===== src/dnsw_pkg.sv =====
// Shared types and constants for the dotted-name to DNS wire-format converter.
// Used by the label cells and by the top level; depends on nothing else.
`default_nettype none

package dnsw_pkg;

    // Opcodes of an input word.
    localparam logic OP_CHAR = 1'b0;
    localparam logic OP_END  = 1'b1;

    // Result status codes.
    localparam logic [1:0] ST_OK         = 2'd0;
    localparam logic [1:0] ST_LABEL_LONG = 2'd1;
    localparam logic [1:0] ST_NAME_LONG  = 2'd2;

    // Escape tracking codes.
    localparam logic [1:0] ESC_NONE  = 2'd0;
    localparam logic [1:0] ESC_SLASH = 2'd1;
    localparam logic [1:0] ESC_OCT1  = 2'd2;
    localparam logic [1:0] ESC_OCT2  = 2'd3;

    // Special characters.
    localparam logic [7:0] CH_DOT    = 8'h2E;
    localparam logic [7:0] CH_BSLASH = 8'h5C;
    localparam logic [7:0] CH_ZERO   = 8'h30;
    localparam logic [7:0] CH_SEVEN  = 8'h37;

    // Width of a label position; labels never exceed 63 bytes.
    localparam int IDX_W = 6;

    // One input word.
    typedef struct packed {
        logic       opcode;
        logic [7:0] char_byte;
    } t_in_word;

    // One output word.
    typedef struct packed {
        logic [7:0] out_byte;
        logic       zero_follows;
        logic       is_last;
        logic [1:0] status;
    } t_out_word;

    // Control broadcast to every label cell: two write ports and a shift.
    typedef struct packed {
        logic             shift;
        logic             wa_en;
        logic [IDX_W-1:0] wa_idx;
        logic [7:0]       wa_data;
        logic             wb_en;
        logic [IDX_W-1:0] wb_idx;
        logic [7:0]       wb_data;
    } t_cell_ctl;

endpackage

`default_nettype wire


===== src/dnsw_cell.sv =====
// One byte cell of the label chain: written by position, shifts toward cell 0.
// Depends on dnsw_pkg for the control struct.
`default_nettype none

module dnsw_cell
    import dnsw_pkg::*;
#(
    parameter int IDX = 0
) (
    input  wire logic      i_clk,
    input  wire t_cell_ctl i_ctl,
    input  wire logic [7:0] i_next,
    output logic [7:0]     o_byte
);

    logic [7:0] r_byte;
    logic [7:0] n_byte;

    // Shift takes the neighbor's byte; otherwise a matching write port loads.
    always_comb begin
        n_byte = r_byte;
        if (i_ctl.shift) begin
            n_byte = i_next;
        end else if (i_ctl.wb_en && i_ctl.wb_idx == IDX_W'(IDX)) begin
            n_byte = i_ctl.wb_data;
        end else if (i_ctl.wa_en && i_ctl.wa_idx == IDX_W'(IDX)) begin
            n_byte = i_ctl.wa_data;
        end
    end

    // Payload storage needs no reset.
    always_ff @(posedge i_clk) begin
        r_byte <= n_byte;
    end

    assign o_byte = r_byte;

endmodule

`default_nettype wire


===== src/dnsw_top.sv =====
// Top level: dotted-name parser, label cell chain and output word register.
// Depends on dnsw_pkg and dnsw_cell.
`default_nettype none
// A result is registered and appears at the output in the cycle after its input word is accepted.
// Throughput: one input word per cycle while the output is not stalled, except that a label
// flush of n bytes occupies the output with the length byte, then one cell shift per byte,
// and input is held off until the last label byte has left the cell chain.
// Reset clears all counters, escape state and the error hold; label cells are not reset.

module dns_name_dotted_to_wire_top
    import dnsw_pkg::*;
#(
    parameter int LABEL_MAX = 63,
    parameter int NAME_MAX  = 255
) (
    input  wire logic      i_clk,
    input  wire logic      i_rst_n,
    input  wire logic      i_in_valid,
    output logic           o_in_stall,
    input  wire t_in_word  i_in_word,
    output logic           o_out_valid,
    input  wire logic      i_out_stall,
    output t_out_word      o_out_word
);

    localparam int SUM_W = 10;

    // Control state.
    logic [IDX_W-1:0] r_count, n_count;
    logic [7:0]       r_len, n_len;
    logic [1:0]       r_esc, n_esc;
    logic [7:0]       r_oct, n_oct;
    logic             r_hold, n_hold;
    logic [IDX_W:0]   r_rem;
    logic             r_end_flush;
    logic             r_ovalid;
    t_out_word        r_oword;

    // Decode of the accepted word.
    logic             w_acc;
    logic             w_out_free;
    logic             w_emit;
    logic             w_pend;
    logic             w_is_oct;
    logic [7:0]       w_oct_next;
    logic             w_room_a;
    logic [IDX_W:0]   w_base;
    logic [SUM_W-1:0] w_need;
    logic             w_norm;
    logic             w_fail;
    logic [1:0]       w_fail_st;
    logic             w_res_en;
    t_out_word        w_res_word;
    logic             w_flush_en;
    logic             w_flush_end;
    logic             w_wa_en, w_wb_en;
    logic [IDX_W-1:0] w_wa_idx, w_wb_idx;
    logic [7:0]       w_wa_data, w_wb_data;
    t_cell_ctl        w_ctl;
    logic [7:0]       w_cell_q [LABEL_MAX];

    // Handshake: input waits while a label drains or the output slot is full and stalled.
    assign w_out_free = !r_ovalid || !i_out_stall;
    assign o_in_stall = (r_rem != '0) || !w_out_free;
    assign w_acc      = i_in_valid && !o_in_stall;
    assign w_emit     = (r_rem != '0) && w_out_free;

    assign w_pend     = (r_esc == ESC_OCT1) || (r_esc == ESC_OCT2);
    assign w_is_oct   = (i_in_word.char_byte >= CH_ZERO) && (i_in_word.char_byte <= CH_SEVEN);
    assign w_oct_next = {r_oct[4:0], i_in_word.char_byte[2:0]};
    assign w_room_a   = (IDX_W + 1)'(r_count) < (IDX_W + 1)'(LABEL_MAX);

    // Parser: next state, cell writes and the single-word result of one input word.
    always_comb begin
        n_count     = r_count;
        n_len       = r_len;
        n_esc       = r_esc;
        n_oct       = r_oct;
        n_hold      = r_hold;
        w_base      = (IDX_W + 1)'(r_count);
        w_need      = '0;
        w_norm      = 1'b0;
        w_fail      = 1'b0;
        w_fail_st   = ST_OK;
        w_res_en    = 1'b0;
        w_res_word  = '0;
        w_flush_en  = 1'b0;
        w_flush_end = 1'b0;
        w_wa_en     = 1'b0;
        w_wa_idx    = r_count;
        w_wa_data   = r_oct;
        w_wb_en     = 1'b0;
        w_wb_idx    = r_count;
        w_wb_data   = i_in_word.char_byte;

        if (r_hold) begin
            // Discard everything up to and including the next end word.
            if (i_in_word.opcode == OP_END) begin
                n_hold  = 1'b0;
                n_count = '0;
                n_len   = '0;
                n_esc   = ESC_NONE;
                n_oct   = '0;
            end
        end else if (i_in_word.opcode == OP_END) begin
            // End of name: close out any octal byte, then flush, emit the root or report an error.
            n_count  = '0;
            n_len    = '0;
            n_esc    = ESC_NONE;
            n_oct    = '0;
            w_res_en = 1'b1;
            if (w_pend && !w_room_a) begin
                w_res_word = '{out_byte: 8'd0, zero_follows: 1'b0, is_last: 1'b1,
                               status: ST_LABEL_LONG};
            end else begin
                if (w_pend) begin
                    w_wa_en = 1'b1;
                    w_base  = (IDX_W + 1)'(r_count) + 1'b1;
                end
                w_need = SUM_W'(r_len)
                       + ((w_base != '0) ? (SUM_W'(w_base) + 1'b1) : '0);
                if (w_need + 1'b1 > SUM_W'(NAME_MAX)) begin
                    w_res_word = '{out_byte: 8'd0, zero_follows: 1'b0, is_last: 1'b1,
                                   status: ST_NAME_LONG};
                end else if (w_base != '0) begin
                    w_res_en    = 1'b0;
                    w_flush_en  = 1'b1;
                    w_flush_end = 1'b1;
                end else begin
                    w_res_word = '{out_byte: 8'd0, zero_follows: 1'b0, is_last: 1'b1,
                                   status: ST_OK};
                end
            end
        end else begin
            // Character word: escape handling first.
            unique case (r_esc)
                ESC_SLASH: begin
                    if (w_is_oct) begin
                        n_oct = {5'd0, i_in_word.char_byte[2:0]};
                        n_esc = ESC_OCT1;
                    end else begin
                        n_esc = ESC_NONE;
                        if (w_room_a) begin
                            w_wb_en = 1'b1;
                            n_count = r_count + 1'b1;
                        end else begin
                            w_fail    = 1'b1;
                            w_fail_st = ST_LABEL_LONG;
                        end
                    end
                end
                ESC_OCT1, ESC_OCT2: begin
                    if (w_is_oct) begin
                        n_oct = w_oct_next;
                        if (r_esc == ESC_OCT1) begin
                            n_esc = ESC_OCT2;
                        end else begin
                            n_esc = ESC_NONE;
                            if (w_room_a) begin
                                w_wa_en   = 1'b1;
                                w_wa_data = w_oct_next;
                                n_count   = r_count + 1'b1;
                            end else begin
                                w_fail    = 1'b1;
                                w_fail_st = ST_LABEL_LONG;
                            end
                        end
                    end else begin
                        // Pending octal byte goes in, then the character as usual.
                        n_esc = ESC_NONE;
                        if (w_room_a) begin
                            w_wa_en = 1'b1;
                            w_base  = (IDX_W + 1)'(r_count) + 1'b1;
                            w_norm  = 1'b1;
                        end else begin
                            w_fail    = 1'b1;
                            w_fail_st = ST_LABEL_LONG;
                        end
                    end
                end
                ESC_NONE: begin
                    w_norm = 1'b1;
                end
            endcase

            // Plain character handling on the label of length w_base.
            if (w_norm) begin
                priority if (i_in_word.char_byte == CH_DOT) begin
                    n_count = w_base[IDX_W-1:0];
                    if (w_base != '0) begin
                        w_need = SUM_W'(r_len) + SUM_W'(w_base) + 1'b1;
                        if (w_need > SUM_W'(NAME_MAX)) begin
                            w_fail    = 1'b1;
                            w_fail_st = ST_NAME_LONG;
                        end else begin
                            w_flush_en = 1'b1;
                            n_len      = w_need[7:0];
                            n_count    = '0;
                        end
                    end
                end else if (i_in_word.char_byte == CH_BSLASH) begin
                    n_esc   = ESC_SLASH;
                    n_count = w_base[IDX_W-1:0];
                end else begin
                    if (w_base < (IDX_W + 1)'(LABEL_MAX)) begin
                        w_wb_en  = 1'b1;
                        w_wb_idx = w_base[IDX_W-1:0];
                        n_count  = w_base[IDX_W-1:0] + 1'b1;
                    end else begin
                        w_fail    = 1'b1;
                        w_fail_st = ST_LABEL_LONG;
                    end
                end
            end

            // An error on a character word clears the name and holds until the end word.
            if (w_fail) begin
                n_count    = '0;
                n_len      = '0;
                n_esc      = ESC_NONE;
                n_oct      = '0;
                n_hold     = 1'b1;
                w_wa_en    = 1'b0;
                w_wb_en    = 1'b0;
                w_flush_en = 1'b0;
                w_res_en   = 1'b1;
                w_res_word = '{out_byte: 8'd0, zero_follows: 1'b0, is_last: 1'b1,
                               status: w_fail_st};
            end
        end
    end

    // Cell control, gated by acceptance; shifting only happens while draining.
    always_comb begin
        w_ctl.shift   = w_emit;
        w_ctl.wa_en   = w_acc && w_wa_en;
        w_ctl.wa_idx  = w_wa_idx;
        w_ctl.wa_data = w_wa_data;
        w_ctl.wb_en   = w_acc && w_wb_en;
        w_ctl.wb_idx  = w_wb_idx;
        w_ctl.wb_data = w_wb_data;
    end

    // Label cell chain; cell 0 feeds the output.
    for (genvar gi = 0; gi < LABEL_MAX; gi++) begin : g_cell
        if (gi < LABEL_MAX - 1) begin : g_mid
            dnsw_cell #(.IDX(gi)) u_cell (
                .i_clk  (i_clk),
                .i_ctl  (w_ctl),
                .i_next (w_cell_q[gi + 1]),
                .o_byte (w_cell_q[gi])
            );
        end else begin : g_tail
            dnsw_cell #(.IDX(gi)) u_cell (
                .i_clk  (i_clk),
                .i_ctl  (w_ctl),
                .i_next (w_cell_q[gi]),
                .o_byte (w_cell_q[gi])
            );
        end
    end

    // Parser state registers.
    always_ff @(posedge i_clk) begin
        if (!i_rst_n) begin
            r_count <= '0;
            r_len   <= '0;
            r_esc   <= ESC_NONE;
            r_oct   <= '0;
            r_hold  <= 1'b0;
        end else if (w_acc) begin
            r_count <= n_count;
            r_len   <= n_len;
            r_esc   <= n_esc;
            r_oct   <= n_oct;
            r_hold  <= n_hold;
        end
    end

    // Drain counter: bytes of the flushed label still in the chain.
    always_ff @(posedge i_clk) begin
        if (!i_rst_n) begin
            r_rem       <= '0;
            r_end_flush <= 1'b0;
        end else if (w_acc && w_flush_en) begin
            r_rem       <= w_base;
            r_end_flush <= w_flush_end;
        end else if (w_emit) begin
            r_rem <= r_rem - 1'b1;
        end
    end

    // Output word register.
    always_ff @(posedge i_clk) begin
        if (!i_rst_n) begin
            r_ovalid <= 1'b0;
        end else if (w_acc && (w_res_en || w_flush_en)) begin
            r_ovalid <= 1'b1;
        end else if (w_emit) begin
            r_ovalid <= 1'b1;
        end else if (!i_out_stall) begin
            r_ovalid <= 1'b0;
        end
    end

    always_ff @(posedge i_clk) begin
        if (w_acc && w_flush_en) begin
            r_oword <= '{out_byte: 8'(w_base), zero_follows: 1'b0, is_last: 1'b0,
                         status: ST_OK};
        end else if (w_acc && w_res_en) begin
            r_oword <= w_res_word;
        end else if (w_emit) begin
            r_oword <= '{out_byte: w_cell_q[0],
                         zero_follows: (r_rem == (IDX_W + 1)'(1)) && r_end_flush,
                         is_last: (r_rem == (IDX_W + 1)'(1)), status: ST_OK};
        end
    end

    assign o_out_valid = r_ovalid;
    assign o_out_word  = r_oword;

    // Input must be held off while a label drains from the chain.
    a_drain_stalls: assert property (@(posedge i_clk) disable iff (!i_rst_n)
        (r_rem != '0) |-> o_in_stall)
        else $error("input accepted while label drains");

    // An error result is always the last word of its item.
    a_error_last: assert property (@(posedge i_clk) disable iff (!i_rst_n)
        (o_out_valid && o_out_word.status != ST_OK) |-> o_out_word.is_last)
        else $error("error word not marked last");

    // The root-byte marker only appears on a final word.
    a_zero_last: assert property (@(posedge i_clk) disable iff (!i_rst_n)
        (o_out_valid && o_out_word.zero_follows) |-> o_out_word.is_last)
        else $error("zero_follows without is_last");

    // While discarding after an error, no label is pending.
    a_hold_empty: assert property (@(posedge i_clk) disable iff (!i_rst_n)
        r_hold |-> (r_count == '0 && r_rem == '0))
        else $error("label state not cleared under error hold");

    // The label count never exceeds the label limit.
    a_count_range: assert property (@(posedge i_clk) disable iff (!i_rst_n)
        (IDX_W + 1)'(r_count) <= (IDX_W + 1)'(LABEL_MAX))
        else $error("label count out of range");

endmodule

`default_nettype wire


===== config.mk =====
export PLATFORM = sky130hd
export DESIGN_NAME = dns_name_dotted_to_wire_top
export DESIGN_NICKNAME = d
export VERILOG_FILES = /design/src/dnsw_pkg.sv /design/src/dnsw_cell.sv /design/src/dnsw_top.sv
export SDC_FILE = /design/constraint.sdc
export NUM_CORES = 2
export LEC_CHECK = 0
export BUFFER_PORTS_ARGS = -buffer_cell sky130_fd_sc_hd__buf_2
export CORE_ASPECT_RATIO = 0.5
export CORE_MARGIN = 2
export CORE_UTILIZATION = 40
export CTS_CLUSTER_DIAMETER = 200
export DETAILED_ROUTE_END_ITERATION = 8
export PLACE_DENSITY = 0.53
export REMOVE_ABC_BUFFERS = 1
export SLEW_MARGIN = 20
export SYNTH_ARGS = -nofsm -noshare
export SYNTH_HDL_FRONTEND = slang
export SYNTH_SLANG_ARGS = --single-unit

===== constraint.sdc =====
create_clock -name i_clk -period 7 [get_ports i_clk]
set_input_delay 1.4 -clock i_clk [delete_from_list [all_inputs] [get_ports i_clk]]
set_output_delay 1.4 -clock i_clk [all_outputs]
set_load 0.01 [all_outputs]

==> impl_results.md <==
- Status: finished, final reports clean
- Seq/Total Area, Yosys: 54.29%
- Slew Viols, Final: 0
- Pre-antenna DRT Iters: 5
- Longest Clk Path Bufs: 3
- CP Data Required Time: 7250 ps
- Critical path class: input port to flop
- Iter 0 DRT Violations: 3,021
- Sequential Area: 16,130 um2
- Fraction of layout cells with a size suffix above 1: 11.45%
- Area taken by multi-input logic gates: 12,230 um2
- Synthesized flop and latch total: 550
- Clk root buf: clkbuf_16
- Ys async rst share: 0%
- Yosys warns: 0
- Clk_lat worst skew: 650 ps
- # rows: 70
- Leakage Power: 0.01113 uW
- Via count: 24,230
- Hold path endpoint: r_rem[6]$_SDFFE_PN0P_
- Number of flops mapped to enable cells by yosys: 511
- Yosys cell types: 89
- # DRC: 0
- Vias in the first global route: 22,540
- Total track usage: 26.96%
- Initial antenna violation count: 2
- Worst-path fanout max: 23
- Vias/cell: 6.233
- Initial Util: 40.52%
- Number of buffers created by CTS: 53
- Post-synthesis cell count: 2,983
- WL/cell: 27.00 um
- Routed Antenna Nets: 0
- Io pins: 27
- Syn avg cell area: 9.957 um2
- Post-CTS sizing: 0
- GRT Residual Overflow: 0
- Port Buffers: 26
- Total Nets Final: 2,914
- Power Density: 561.4 nW/um2
- Reg2reg end: g_cell[37].g_mid.u_cell.o_byte[0]$_DFFE_PP_
- WHS Path Cells: 2
- Post-synth top area cell: edfxtp_1
- Mapped Area: 29,700 um2
- Post-CTS Setup Bufs: 0
- R2R Setup Slk: 1460 ps
- CP endpoint kind: flop
- Synth area leaders: edfxtp_1 (52%), a211oi_1 (11%), nor2_1 (9.7%)
- Slew @ Worst Pin: 1216 ps
- Yosys top cell area share: 51.66%
- Chip width: 389.4 um
- Final Routed Wirelength: 105.0 mm
- Fin crit share: 79.53%
- TNS Setup: 0 ps
- Hold-fix buffers, CTS: 0
- Cell mode on critical path: buf_4
- Reported max-cap violation count: 0
- Fin util: 44.40%
- Fillers: 6,918
- Clock slew seen by the registers of the worst setup and hold paths: 60 ps
- Slew HR: 18.94%
- RR Startpoint: r_count[1]$_SDFFE_PN0P_
- Dominant synthesized flop cell: edfxtp_1
- Core area: 73,310 um2
- Ant diodes: 0
- Htree depth: 2
- First-pass GRT wire length: 153.7 mm
- Startpoint Class: input port
- P&R area growth vs syn: 9.575%
- Fin crit period: 5567 ps
- Worst setup startpoint: i_in_word[6]
- Slowest cell on crit path: o21ai_0
- RSZ-0062 raised after global routing: false
- Total Power Consumption: 18,270 uW
- Hold Vio Cnt, Final: 0
- Die H: 196.7 um
- Gpl congestion: 0.9381
- DP HPWL: 66.39 mm
- Peak VDD IR: 0.5928 mV
- Worst Path Arrival: 5820 ps
- Hold Crit Class: flop to flop
- Clock Skew: 31.39 ps
- CP max stage delay: 840 ps
- CTS tree: yes
- Achievable clock frequency: 179.6 MHz
- Clk sinks: 550
- Setup Viol. Count Final: 0
- Reg2reg path depth: 17
- Die area: 76,580 um2
- Largest net degree at the start of global routing: 219
- Worst hold start: r_rem[6]$_SDFFE_PN0P_
- Critical-path cell list: buf_4 -> buf_4 -> nand2b_1 -> o21ai_0 -> a21oi_1 -> inv_1 -> ha_1 -> nand2_1 -> o21ai_0 -> a31oi_1 -> nor2_1 -> buf_4 -> nand3_1 -> a31o_2 -> nand4_1 -> buf_4 -> o21ai_0
-- cell usage in the layout, fill, tap and decap left out, drive strengths merged, types with 29 or more instances in the layout --
cell type and instances:
nor2 768, edfxtp 511, a211oi 424, buf 153
nor3 141, nand2 118, o21ai 83, o211ai 79
a21oi 63, clkbuf 63, nand3 46, dfxtp 39
o221a 38, and3 31, inv 29
-- final cells by class --
cell class	instances	area share, %
clock buffers	62	4.244
clock inverters	36	0.9227
inverters	29	0.3345
multi-input cells	2085	37.57
flip-flops and latches	550	49.55
well taps	972	3.737
repair buffers	154	3.644
-- sequential cells by signal (all words and copies together), names as in the netlist --
name                         flops
r_hold                           1
r_rem                            7
g_cell.g_tail.u_cell.o_byte      8
r_len                            8
r_count                          6
o_out_valid                      1
r_oct                            8
r_esc                            2
r_end_flush                      1
g_cell.g_mid.u_cell.o_byte     496
o_out_word                      12
-- how the worst max path moves through the flow --
stage | endpoint | slack, ps | depth (start not counted)
after floorplan | g_cell[58].g_mid.u_cell.o_byte[0]$_DFFE_PP_ | -7860 | 3
after global placement | o_out_word[7]$_DFFE_PP_ | 970 | 15
after detailed placement | o_out_word[10]$_DFFE_PP_ | 780 | 15
after CTS | o_out_word[10]$_DFFE_PP_ | 1430 | 15
after global routing | g_cell[37].g_mid.u_cell.o_byte[0]$_DFFE_PP_ | 1140 | 17
final | g_cell[37].g_mid.u_cell.o_byte[0]$_DFFE_PP_ | 1430 | 17
-- worst max-delay path, delay by kind of cell --
kind / cells / cell delay [ps]
simple gates: 5 / 610
buf+inv: 5 / 1100
compound gates: 6 / 2280
fa+ha+maj: 1 / 390
-- where the power goes --
group | switching, uW | internal (uW) | total [uW] | leakage, uW
clock | 1320 | 1560 | 2890 | 0.000809
sequential | 559 | 6790 | 7350 | 0.00550
combinational | 5570 | 2460 | 8030 | 0.00483
total | 7450 | 10800 | 18300 | 0.0111
-- through the flow --
stage | setup slack [ps] | hold slack (ps) | cells | area (um2)
after global placement | 968.0 | 417.7 | 3789 | 30860
final | 1433 | 431.1 | 3888 | 32550
after CTS | 1434 | 431.7 | 3887 | 32540
after detailed placement | 777.3 | 424.6 | 3789 | 30860
after global routing | 1136 | 469.2 | 3888 | 32550
after floorplan | -7856 | 411.7 | 2664 | 28380
-- routing by layer --
metal / GRT usage [%] / wire (um)
met1: 40.95 / 48480
met2: 38.27 / 43190
met3: 5.970 / 10470
met4: 7.580 / 2788
met5: 0 / 45
-- synth_stat cells (8+ instances only) --
master / number
nor2_1: 768
edfxtp_1: 511
a211oi_1: 423
clkbuf_1: 237
nor3_1: 139
nand2_1: 116
o21ai_0: 73
o211ai_1: 69
buf_2: 66
a21oi_1: 62
nand3_1: 43
dfxtp_1: 39
o221a_2: 38
and3_1: 31
inv_1: 27
ha_1: 26
o22a_1: 19
nand4_1: 17
xnor2_1: 16
and2_1: 15
o22ai_1: 14
mux2i_1: 12
nand2b_1: 10
nor2b_1: 10
o211ai_2: 10
o21a_1: 10
buf_4: 9
o221ai_1: 9
a21o_1: 8
o2111ai_1: 8
o21ai_1: 8
-- kinds of logic (layout without fill, tap and decap cells) --
kind of cell / count (synthesis) / in the layout / share of synthesized area (%)
simple gates: 1183 / 1183 / 17.03
flops: 550 / 550 / 54.29
compound gates: 832 / 832 / 21.27
fa+ha+maj: 28 / 28 / 1.230
xor+xnor: 22 / 22 / 0.6487
other cells: 1 / 1 / 0.01263
mux: 19 / 19 / 0.6993
buf+inv: 348 / 281 / 4.819
Power figures use the tool's default switching activity.
